[config.mk]
export PLATFORM = sky130hd
export DESIGN_NAME = calendar_date_add_core
export DESIGN_NICKNAME = d
export VERILOG_FILES = /design/src/rtl/cda_pkg.sv /design/src/rtl/cda_queue.sv /design/src/rtl/cda_front.sv /design/src/rtl/cda_leap.sv /design/src/rtl/cda_back.sv /design/src/rtl/calendar_date_add_core.sv
export VERILOG_INCLUDE_DIRS = /design/src /design/src/rtl
export SDC_FILE = /design/constraint.sdc
export NUM_CORES = 1
export LEC_CHECK = 0
export ABC_CLOCK_PERIOD_IN_PS = 4300
export BUFFER_PORTS_ARGS = -buffer_cell sky130_fd_sc_hd__buf_4
export CORE_AREA = 2 2 202 154
export CTS_BUF_LIST = sky130_fd_sc_hd__clkbuf_16
export DETAILED_ROUTE_END_ITERATION = 12
export DIE_AREA = 0 0 204 156
export HOLD_SLACK_MARGIN = 0.12
export PLACE_DENSITY = 0.88
export SETUP_SLACK_MARGIN = 0.4
export SYNTH_ARGS = -nofsm -noshare
export SYNTH_HDL_FRONTEND = slang
export SYNTH_HIERARCHICAL = 1
export SYNTH_SLANG_ARGS = --single-unit
[constraint.sdc]
create_clock -name clk -period 4.3 [get_ports clk]
set_input_delay 0.215 -clock clk [delete_from_list [all_inputs] [get_ports clk]]
set_output_delay 0.215 -clock clk [all_outputs]
set_load 0.01 [all_outputs]
[src/rtl/calendar_date_add_core_assert.svh]
// Assertion macros shared by the calendar date adder.
`ifndef CALENDAR_DATE_ADD_CORE_ASSERT_SVH
`define CALENDAR_DATE_ADD_CORE_ASSERT_SVH
`ifndef SYNTHESIS
`define CDA_ASSERT_IMP(lbl, ante, cons, msg) \
    lbl: assert property (@(posedge clk) disable iff (!rst_n) (ante) |-> (cons)) \
        else $error(msg);
`define CDA_ASSERT_NXT(lbl, ante, cons, msg) \
    lbl: assert property (@(posedge clk) disable iff (!rst_n) (ante) |=> (cons)) \
        else $error(msg);
`else
`define CDA_ASSERT_IMP(lbl, ante, cons, msg)
`define CDA_ASSERT_NXT(lbl, ante, cons, msg)
`endif
`endif

[src/rtl/cda_pkg.sv]
`timescale 1ns / 1ps

package cda_pkg;

    localparam int QueueDepthDefault = 2;

    localparam logic [3:0] MonthsPerYear = 4'd12;
    localparam logic [3:0] MonthFeb      = 4'd1;
    localparam logic [3:0] MonthJul      = 4'd7;
    localparam logic [3:0] MonthDec      = 4'd11;
    localparam logic [4:0] LenFebLeap    = 5'd29;
    localparam logic [4:0] LenFeb        = 5'd28;
    localparam logic [4:0] LenLong       = 5'd31;
    localparam logic [4:0] LenShort      = 5'd30;

    typedef struct packed {
        logic [15:0] year;
        logic [3:0]  month;
        logic [4:0]  day;
        logic [7:0]  days;
        logic [3:0]  month_add;
        logic [8:0]  year_add;
    } cda_item_t;

    typedef enum logic [2:0] {
        ST_IDLE,
        ST_WAIT1,
        ST_WAIT2,
        ST_START,
        ST_WALK,
        ST_MONTHS,
        ST_END
    } back_state_t;

    typedef enum logic [1:0] {
        PH_START,
        PH_WALK,
        PH_END
    } phase_t;

    function automatic logic [4:0] month_len(input logic [3:0] month, input logic leap);
        logic [4:0] len;
        if (month == MonthFeb)
        begin
            len = leap ? LenFebLeap : LenFeb;
        end
        else if (month < MonthJul)
        begin
            len = LenLong - {4'd0, month[0]};
        end
        else
        begin
            len = LenShort + {4'd0, month[0]};
        end
        return len;
    endfunction

endpackage

[src/rtl/cda_queue.sv]
`timescale 1ns / 1ps

module cda_queue #(
    parameter int DEPTH = 2
) (
    input  logic              clk,
    input  logic              rst_n,
    input  logic              push,
    input  cda_pkg::cda_item_t push_item,
    output logic              full,
    input  logic              pop,
    output logic              valid,
    output cda_pkg::cda_item_t pop_item
);
    import cda_pkg::*;

    localparam int PtrW = $clog2(DEPTH);
    localparam int CntW = $clog2(DEPTH + 1);

    cda_item_t       mem_reg [DEPTH];
    logic [PtrW-1:0] wr_ptr_reg, wr_ptr_next;
    logic [PtrW-1:0] rd_ptr_reg, rd_ptr_next;
    logic [CntW-1:0] count_reg, count_next;
    logic            do_push, do_pop;

    assign full     = (count_reg == CntW'(DEPTH));
    assign valid    = (count_reg != '0);
    assign pop_item = mem_reg[rd_ptr_reg];
    assign do_push  = push && !full;
    assign do_pop   = pop && valid;

    always_comb
    begin
        wr_ptr_next = wr_ptr_reg;
        rd_ptr_next = rd_ptr_reg;
        count_next  = count_reg;
        if (do_push)
        begin
            wr_ptr_next = (wr_ptr_reg == PtrW'(DEPTH - 1)) ? '0 : wr_ptr_reg + 1'b1;
        end
        if (do_pop)
        begin
            rd_ptr_next = (rd_ptr_reg == PtrW'(DEPTH - 1)) ? '0 : rd_ptr_reg + 1'b1;
        end
        if (do_push && !do_pop)
        begin
            count_next = count_reg + 1'b1;
        end
        else if (do_pop && !do_push)
        begin
            count_next = count_reg - 1'b1;
        end
    end

    always_ff @(posedge clk or negedge rst_n)
    begin
        if (!rst_n)
        begin
            wr_ptr_reg <= '0;
            rd_ptr_reg <= '0;
            count_reg  <= '0;
        end
        else
        begin
            wr_ptr_reg <= wr_ptr_next;
            rd_ptr_reg <= rd_ptr_next;
            count_reg  <= count_next;
        end
    end

    always_ff @(posedge clk)
    begin
        if (do_push)
        begin
            mem_reg[wr_ptr_reg] <= push_item;
        end
    end

endmodule

[src/rtl/cda_front.sv]
`timescale 1ns / 1ps

module cda_front (
    input  logic               clk,
    input  logic               rst_n,
    input  logic               s_tvalid,
    output logic               s_tready,
    input  logic [55:0]        s_tdata,
    output logic               push,
    output cda_pkg::cda_item_t push_item,
    input  logic               full
);
    import cda_pkg::*;

    logic        valid_reg, valid_next;
    cda_item_t   item_reg, item_next;
    logic        accept;
    logic [3:0]  in_month;
    logic [7:0]  in_months;
    logic [15:0] quot_prod;
    logic [4:0]  months_quot;
    logic [7:0]  months_q12;

    assign s_tready  = !valid_reg || !full;
    assign accept    = s_tvalid && s_tready;
    assign push      = valid_reg && !full;
    assign push_item = item_reg;

    // The month delta is split into whole years and a remainder by a reciprocal multiply.
    always_comb
    begin
        in_month    = s_tdata[19:16];
        in_months   = s_tdata[40:33];
        quot_prod   = 16'(in_months * 8'd171);
        months_quot = quot_prod[15:11];
        months_q12  = {months_quot, 3'b000} + {1'b0, months_quot, 2'b00};

        item_next.year      = s_tdata[15:0];
        item_next.month     = (in_month >= MonthsPerYear) ? in_month - MonthsPerYear : in_month;
        item_next.day       = s_tdata[24:20];
        item_next.days      = s_tdata[32:25];
        item_next.month_add = 4'(in_months - months_q12);
        item_next.year_add  = {1'b0, s_tdata[48:41]} + {4'd0, months_quot};

        valid_next = valid_reg;
        if (accept)
        begin
            valid_next = 1'b1;
        end
        else if (push)
        begin
            valid_next = 1'b0;
        end
    end

    always_ff @(posedge clk or negedge rst_n)
    begin
        if (!rst_n)
        begin
            valid_reg <= 1'b0;
        end
        else
        begin
            valid_reg <= valid_next;
        end
    end

    always_ff @(posedge clk)
    begin
        if (accept)
        begin
            item_reg <= item_next;
        end
    end

endmodule

[src/rtl/cda_leap.sv]
`timescale 1ns / 1ps

module cda_leap (
    input  logic        clk,
    input  logic [15:0] year,
    output logic        leap
);
    import cda_pkg::*;

    logic [15:0] year_reg, year_next;
    logic [9:0]  cent_reg, cent_next;
    logic        leap_reg, leap_next;
    logic [30:0] cent_prod;
    logic [15:0] cent_x100;

    assign leap = leap_reg;

    // Two stages: the century count by reciprocal multiply, then the leap rule.
    always_comb
    begin
        cent_prod = 31'(year * 15'd20972);
        year_next = year;
        cent_next = cent_prod[30:21];
        cent_x100 = {cent_reg, 6'd0} + {1'b0, cent_reg, 5'd0} + {4'd0, cent_reg, 2'd0};
        leap_next = (year_reg[1:0] == 2'b00) &&
                    ((year_reg != cent_x100) || (cent_reg[1:0] == 2'b00));
    end

    always_ff @(posedge clk)
    begin
        year_reg <= year_next;
        cent_reg <= cent_next;
        leap_reg <= leap_next;
    end

endmodule

[src/rtl/cda_back.sv]
`timescale 1ns / 1ps

module cda_back (
    input  logic               clk,
    input  logic               rst_n,
    input  logic               q_valid,
    input  cda_pkg::cda_item_t q_item,
    output logic               q_pop,
    output logic [15:0]        leap_year,
    input  logic               leap,
    output logic               m_tvalid,
    input  logic               m_tready,
    output logic [31:0]        m_tdata,
    output logic               m_tuser
);
    import cda_pkg::*;

    back_state_t state_reg, state_next;
    phase_t      phase_reg, phase_next;
    logic [16:0] year_reg, year_next;
    logic [3:0]  month_reg, month_next;
    logic [4:0]  day_reg, day_next;
    logic [7:0]  days_reg, days_next;
    logic [3:0]  month_add_reg, month_add_next;
    logic [8:0]  year_add_reg, year_add_next;
    logic        out_valid_reg, out_valid_next;
    logic [15:0] out_year_reg, out_year_next;
    logic [3:0]  out_month_reg, out_month_next;
    logic [4:0]  out_day_reg, out_day_next;
    logic        out_wrap_reg, out_wrap_next;
    logic        out_load;
    logic [4:0]  len;
    logic [4:0]  left;
    logic [4:0]  day_clamped;
    logic [4:0]  month_sum;
    logic        month_carry;

    assign leap_year = year_reg[15:0];
    assign m_tvalid  = out_valid_reg;
    assign m_tdata   = {7'd0, out_day_reg, out_month_reg, out_year_reg};
    assign m_tuser   = out_wrap_reg;

    always_comb
    begin
        len         = month_len(month_reg, leap);
        left        = len - day_reg;
        day_clamped = (day_reg >= len) ? len - 5'd1 : day_reg;
        month_sum   = {1'b0, month_reg} + {1'b0, month_add_reg};
        month_carry = (month_sum >= {1'b0, MonthsPerYear});

        state_next     = state_reg;
        phase_next     = phase_reg;
        year_next      = year_reg;
        month_next     = month_reg;
        day_next       = day_reg;
        days_next      = days_reg;
        month_add_next = month_add_reg;
        year_add_next  = year_add_reg;
        q_pop          = 1'b0;
        out_load       = 1'b0;
        out_valid_next = out_valid_reg && !m_tready;
        out_year_next  = out_year_reg;
        out_month_next = out_month_reg;
        out_day_next   = out_day_reg;
        out_wrap_next  = out_wrap_reg;

        case (state_reg)
            ST_IDLE:
            begin
                if (q_valid)
                begin
                    q_pop          = 1'b1;
                    year_next      = {1'b0, q_item.year};
                    month_next     = q_item.month;
                    day_next       = q_item.day;
                    days_next      = q_item.days;
                    month_add_next = q_item.month_add;
                    year_add_next  = q_item.year_add;
                    phase_next     = PH_START;
                    state_next     = ST_WAIT1;
                end
            end
            ST_WAIT1:
            begin
                state_next = ST_WAIT2;
            end
            ST_WAIT2:
            begin
                case (phase_reg)
                    PH_START: state_next = ST_START;
                    PH_WALK:  state_next = ST_WALK;
                    default:  state_next = ST_END;
                endcase
            end
            ST_START:
            begin
                day_next   = day_clamped;
                state_next = ST_WALK;
            end
            ST_WALK:
            begin
                if (days_reg == 8'd0)
                begin
                    state_next = ST_MONTHS;
                end
                else if (days_reg >= {3'd0, left})
                begin
                    days_next = days_reg - {3'd0, left};
                    day_next  = 5'd0;
                    if (month_reg == MonthDec)
                    begin
                        month_next = 4'd0;
                        year_next  = year_reg + 17'd1;
                        phase_next = PH_WALK;
                        state_next = ST_WAIT1;
                    end
                    else
                    begin
                        month_next = month_reg + 4'd1;
                    end
                end
                else
                begin
                    day_next   = day_reg + days_reg[4:0];
                    days_next  = 8'd0;
                    state_next = ST_MONTHS;
                end
            end
            ST_MONTHS:
            begin
                month_next = month_carry ? 4'(month_sum - {1'b0, MonthsPerYear})
                                         : month_sum[3:0];
                year_next  = year_reg + {16'd0, month_carry} + {8'd0, year_add_reg};
                phase_next = PH_END;
                state_next = ST_WAIT1;
            end
            ST_END:
            begin
                if (!out_valid_reg || m_tready)
                begin
                    out_load       = 1'b1;
                    out_valid_next = 1'b1;
                    out_year_next  = year_reg[15:0];
                    out_month_next = month_reg;
                    out_day_next   = day_clamped;
                    out_wrap_next  = year_reg[16];
                    state_next     = ST_IDLE;
                end
            end
            default:
            begin
                state_next = ST_IDLE;
            end
        endcase
    end

    always_ff @(posedge clk or negedge rst_n)
    begin
        if (!rst_n)
        begin
            state_reg     <= ST_IDLE;
            phase_reg     <= PH_START;
            out_valid_reg <= 1'b0;
        end
        else
        begin
            state_reg     <= state_next;
            phase_reg     <= phase_next;
            out_valid_reg <= out_valid_next;
        end
    end

    always_ff @(posedge clk)
    begin
        year_reg      <= year_next;
        month_reg     <= month_next;
        day_reg       <= day_next;
        days_reg      <= days_next;
        month_add_reg <= month_add_next;
        year_add_reg  <= year_add_next;
        if (out_load)
        begin
            out_year_reg  <= out_year_next;
            out_month_reg <= out_month_next;
            out_day_reg   <= out_day_next;
            out_wrap_reg  <= out_wrap_next;
        end
    end

endmodule

[src/rtl/calendar_date_add_core.sv]
`timescale 1ns / 1ps
`include "calendar_date_add_core_assert.svh"

// Channel | Direction | Signals                         | Beat
// s       | in        | s_tvalid s_tready s_tdata[55:0] | one start date and delta
// m       | out       | m_tvalid m_tready m_tdata m_tuser | one result date
//
// The day walk moves one month per cycle, and each year change waits in ST_WAIT1
// and ST_WAIT2 for the pipelined leap-year unit. A front register and a short
// queue take new beats while the back end works. Reset clears all handshake and
// sequencer state. A stalled output keeps its result while the next item is
// already accepted.

module calendar_date_add_core #(
    parameter int QUEUE_DEPTH = cda_pkg::QueueDepthDefault
) (
    input  logic        clk,
    input  logic        rst_n,
    input  logic        s_tvalid,
    output logic        s_tready,
    // s_tdata from bit 0: start_year[16], start_month[4], start_day[5],
    // add_days[8], add_months[8], add_years[8], zero fill[7].
    input  logic [55:0] s_tdata,
    output logic        m_tvalid,
    input  logic        m_tready,
    // m_tdata from bit 0: result_year[16], result_month[4], result_day[5],
    // zero fill[7].
    output logic [31:0] m_tdata,
    // m_tuser: year_wrapped[1].
    output logic        m_tuser
);
    import cda_pkg::*;

    logic        q_push;
    logic        q_full;
    logic        q_pop;
    logic        q_valid;
    cda_item_t   q_in_item;
    cda_item_t   q_out_item;
    logic [15:0] leap_year;
    logic        leap;

    cda_front u_front (
        .clk       (clk),
        .rst_n     (rst_n),
        .s_tvalid  (s_tvalid),
        .s_tready  (s_tready),
        .s_tdata   (s_tdata),
        .push      (q_push),
        .push_item (q_in_item),
        .full      (q_full)
    );

    cda_queue #(
        .DEPTH (QUEUE_DEPTH)
    ) u_queue (
        .clk       (clk),
        .rst_n     (rst_n),
        .push      (q_push),
        .push_item (q_in_item),
        .full      (q_full),
        .pop       (q_pop),
        .valid     (q_valid),
        .pop_item  (q_out_item)
    );

    cda_leap u_leap (
        .clk  (clk),
        .year (leap_year),
        .leap (leap)
    );

    cda_back u_back (
        .clk       (clk),
        .rst_n     (rst_n),
        .q_valid   (q_valid),
        .q_item    (q_out_item),
        .q_pop     (q_pop),
        .leap_year (leap_year),
        .leap      (leap),
        .m_tvalid  (m_tvalid),
        .m_tready  (m_tready),
        .m_tdata   (m_tdata),
        .m_tuser   (m_tuser)
    );

    `CDA_ASSERT_IMP(a_pop_nonempty, q_pop, q_valid, "queue popped while empty")
    `CDA_ASSERT_IMP(a_push_room, q_push, !q_full, "queue pushed while full")
    `CDA_ASSERT_NXT(a_pop_spacing, q_pop, !q_pop, "back end took two items in a row")
    `CDA_ASSERT_IMP(a_wrap_small, m_tvalid && m_tuser, m_tdata[15:0] < 16'd300, "wrapped year too large")

endmodule
==> results.md <==
- Status: finished with violations
- Failing checks: negative setup slack
- Worst Tran Pin Value: 1.13 ns
- #FFs+latches synth: 249
- H-tree level count: 1
- Initial core utilization: 55.3%
- Share of cells above drive strength 1: 29.1%
- Critical Path Sink Type: register
- Syn Inst Count: 1329
- Synth unique cells: 85
- CP cell instances: buf_6, buf_4, fa_2, ha_1, inv_1, fa_1, inv_1, fa_1, fa_1, ha_4, and4_4, nand4_1, o21ai_2, buf_4, buf_6, a31oi_4, xnor2_1
- Final Hold Viols: 0
- Synth warn: 6
- DP HPWL: 27200 µm
- Largest net degree at the start of global routing: 47
- Hold Path Origin: s_tdata[34]
- Slowest CP cell: fa_1
- DIE AREA: 31800 µm²
- Crit Path Category: reg -> reg
- Post-synth EDFFs: 211
- Period utilization: 107%
- Crit path DAT: 5.05 ns
- Setup Viol. Count Final: 10
- Worst Skew: 0.0124 ns
- Crit path time final: 4.62 ns
- Worst reg-to-reg path cell count: 17
- Most used DFF post-synth: edfxtp_1
- Via Count: 12100
- Die outline width: 204 µm
- All-layer global routing usage: 25.6%
- Site Rows: 55
- Type of origin of the critical path: register
- DRC: 0
- Buffers added on ports: 80
- Slew Viols, Final: 0
- Slew headroom: 24.6%
- First-pass GRT wire length: 63200 µm
- Crit path from: u_back/year_reg[13]
- CTS Buf Count: 25
- I/O pin cnt: 95
- Asr flop ratio synth: 4.42%
- Sequential share of the synthesized area: 43.3%
- Nets: 1950
- Root buf cell: clkbuf_16
- Crit path buffers/inverters: 6
- CORE AREA: 29900 µm²
- Drt initial violations: 1515
- CTS clk-pin slew, worst paths: 0.07 ns
- Slowest stage delay, CP: 0.56 ns
- Post-route ant nets: 0
- Mapped Avg Cell Area: 12.4 µm²
- Vias in the first global route: 12100
- DR WL/cell: 22.5 µm
- Placed inst area: 18100 µm²
- Area Growth Syn to Fin: 24.9%
- Routed WL: 45200 µm
- Crit path max-delay family: adder cells
- Max-Cap Viols: 0
- CP required: 4.73 ns
- Gr ovfl total: 0
- Drt pass-1 iters: 6
- Final WS setup: -0.315 ns
- Deepest clock path buffer count: 3
- Max Freq: 217 MHz
- CTS tree: built
- R2r startpoint: u_back/year_reg[13]
- Max reg flops: 92
- Post-route cell area: 20600 µm²
- Antenna violations before repair: 0
- Clk sinks: 249
- Clock latency on the worst-skew pair: 0.55 ns
- Hold Path Class: in -> reg
- Hold path depth: 4
- Synthesized cell area: 16500 µm²
- Via density: 6.02
- Unrepaired setup endpoints after global routing: true
- CP max FO: 5
- Top cell by count, worst path: fa_1
- Critical path depth: 17
- GP Congestion: 0.912
- Die Ht: 156 µm
path summary, 6_finish.rpt:
| kind | end | slack, ns |
|---|---|---|
| setup reg to reg | u_leap/cent_reg[2] | -0.32 |
| hold reg to reg | u_queue/mem_reg[0][16] | 0.45 |
| min in group asynchronous | u_back/state_reg[0] | 0.83 |
| hold / removal | u_front/push_item[10] | 0.22 |
| max in group asynchronous | u_queue/rd_ptr_reg | 3.02 |
| setup / recovery | u_leap/cent_reg[2] | -0.32 |
what timing repair did:
item	CTS	global route
cloned	2	0
setup endpoints to repair	57	69
pin swaps	47	78
buffers inserted	47	14
hold endpoints to repair	52	0
gates resized for setup	60	102
hold buffers	43	0
routing by layer:
layer / GRT usage, % / up-vias / share of wire (%)
li1: - / 5171 / -
met1: 32.6 / 5792 / 37
met2: 43.4 / 855 / 46
met3: 4.55 / 305 / 9.8
met4: 10.7 / 0 / 6.9
met5: 0 / - / 0
cell type report:
| type | count | area (µm²) |
|---|---|---|
| flip-flops and latches | 249 | 7150 |
| inverters | 194 | 736 |
| well taps | 399 | 499 |
| multi-input cells | 851 | 9120 |
| clock buffers | 25 | 626 |
| clock inverters | 21 | 230 |
| repair buffers | 273 | 2260 |
| diodes | 1 | 2.50 |
| fillers | 1775 | 9240 |
worst reg2reg max path, stage by stage, from the launching register on:
cell,delay [ns]
edfxtp_1,0.39
buf_6,0.15
buf_4,0.14
fa_2,0.43
ha_1,0.29
inv_1,0.07
fa_1,0.54
inv_1,0.08
fa_1,0.56
fa_1,0.47
ha_4,0.31
and4_4,0.24
nand4_1,0.10
o21ai_2,0.24
buf_4,0.17
buf_6,0.12
a31oi_4,0.09
xnor2_1,0.13
cell usage after synthesis, types with 4 or more instances:
cell,number,area [µm²]
o221ai_1,5,43.8
nand3_1,13,65.1
inv_1,193,724
o2111ai_1,4,35.0
nor2b_1,16,100
xor2_1,32,280
ha_1,195,2440
a21oi_1,46,230
nand4_1,11,68.8
a22oi_1,9,67.6
nor3_1,13,65.1
xnor2_1,51,447
nand2b_1,9,56.3
nand2_1,63,236
mux2i_1,4,40.0
nor2_1,46,173
fa_1,101,2020
o21ai_0,40,200
nor4_1,4,25.0
o211ai_1,5,37.5
a31oi_1,5,31.3
clkbuf_1,10,37.5
dfxtp_1,27,541
o21ai_1,8,40.0
buf_4,23,173
mux2_2,19,214
o21a_1,10,75.1
edfxtp_1,211,6340
buf_6,4,45.0
and3_1,11,68.8
mux2_4,30,450
dfrtp_1,11,275
a21o_1,14,105
buf_2,6,30.0
stage by stage:
step	utilization, %	cells	TNS (ns)	setup slack (ns)	hold slack (ns)
3_3_place_gp	60.8	1860	-4.66	-0.516	0.0686
3_5_place_dp	60.8	1860	-6.33	-0.607	0.0697
4_1_cts	67.1	1998	-0.973	-0.182	0.208
5_1_grt	69.1	2012	-3.71	-0.409	0.213
6_report	69.1	2013	-2.29	-0.315	0.217
2_1_floorplan	-	1335	-1.40	-0.304	-0.0806
logic make-up after synthesis:
kind of cell / share of synthesized area [%]
xor gates and xnor gates: 4.55
AOI/OAI and AO/OA: 7.73
and+or+nand+nor: 6.98
other: 0.0227
adders and majority gates: 27.0
muxes: 4.27
buffers and inverters: 6.14
DFF: 43.3
cell usage in the layout (no fill, tap or decap), types with 9 or more instances in the layout:
cell,netlist,final
a21oi_2,1,11
dfxtp_1,27,27
dfrtp_1,11,10
nand2b_1,9,9
a21oi_1,46,33
ha_1,195,167
dlygate4sd3_1,0,43
o21ai_1,8,11
inv_1,193,177
buf_6,4,26
nor2b_1,16,12
o21a_1,10,9
nand4_1,11,11
nand2_1,63,60
o21ai_0,40,30
mux2_4,30,30
ha_4,0,23
inv_2,1,15
nand3_1,13,13
edfxtp_1,211,211
xor2_1,32,32
mux2_2,19,19
a21o_1,14,13
buf_4,23,203
a22oi_1,9,9
nor2_1,46,37
clkbuf_16,0,25
xnor2_1,51,46
fa_1,101,93
Power is left out: the tool's default activity adds up to more than one toggle a clock period on the data nets, which glitch-free logic cannot reach.
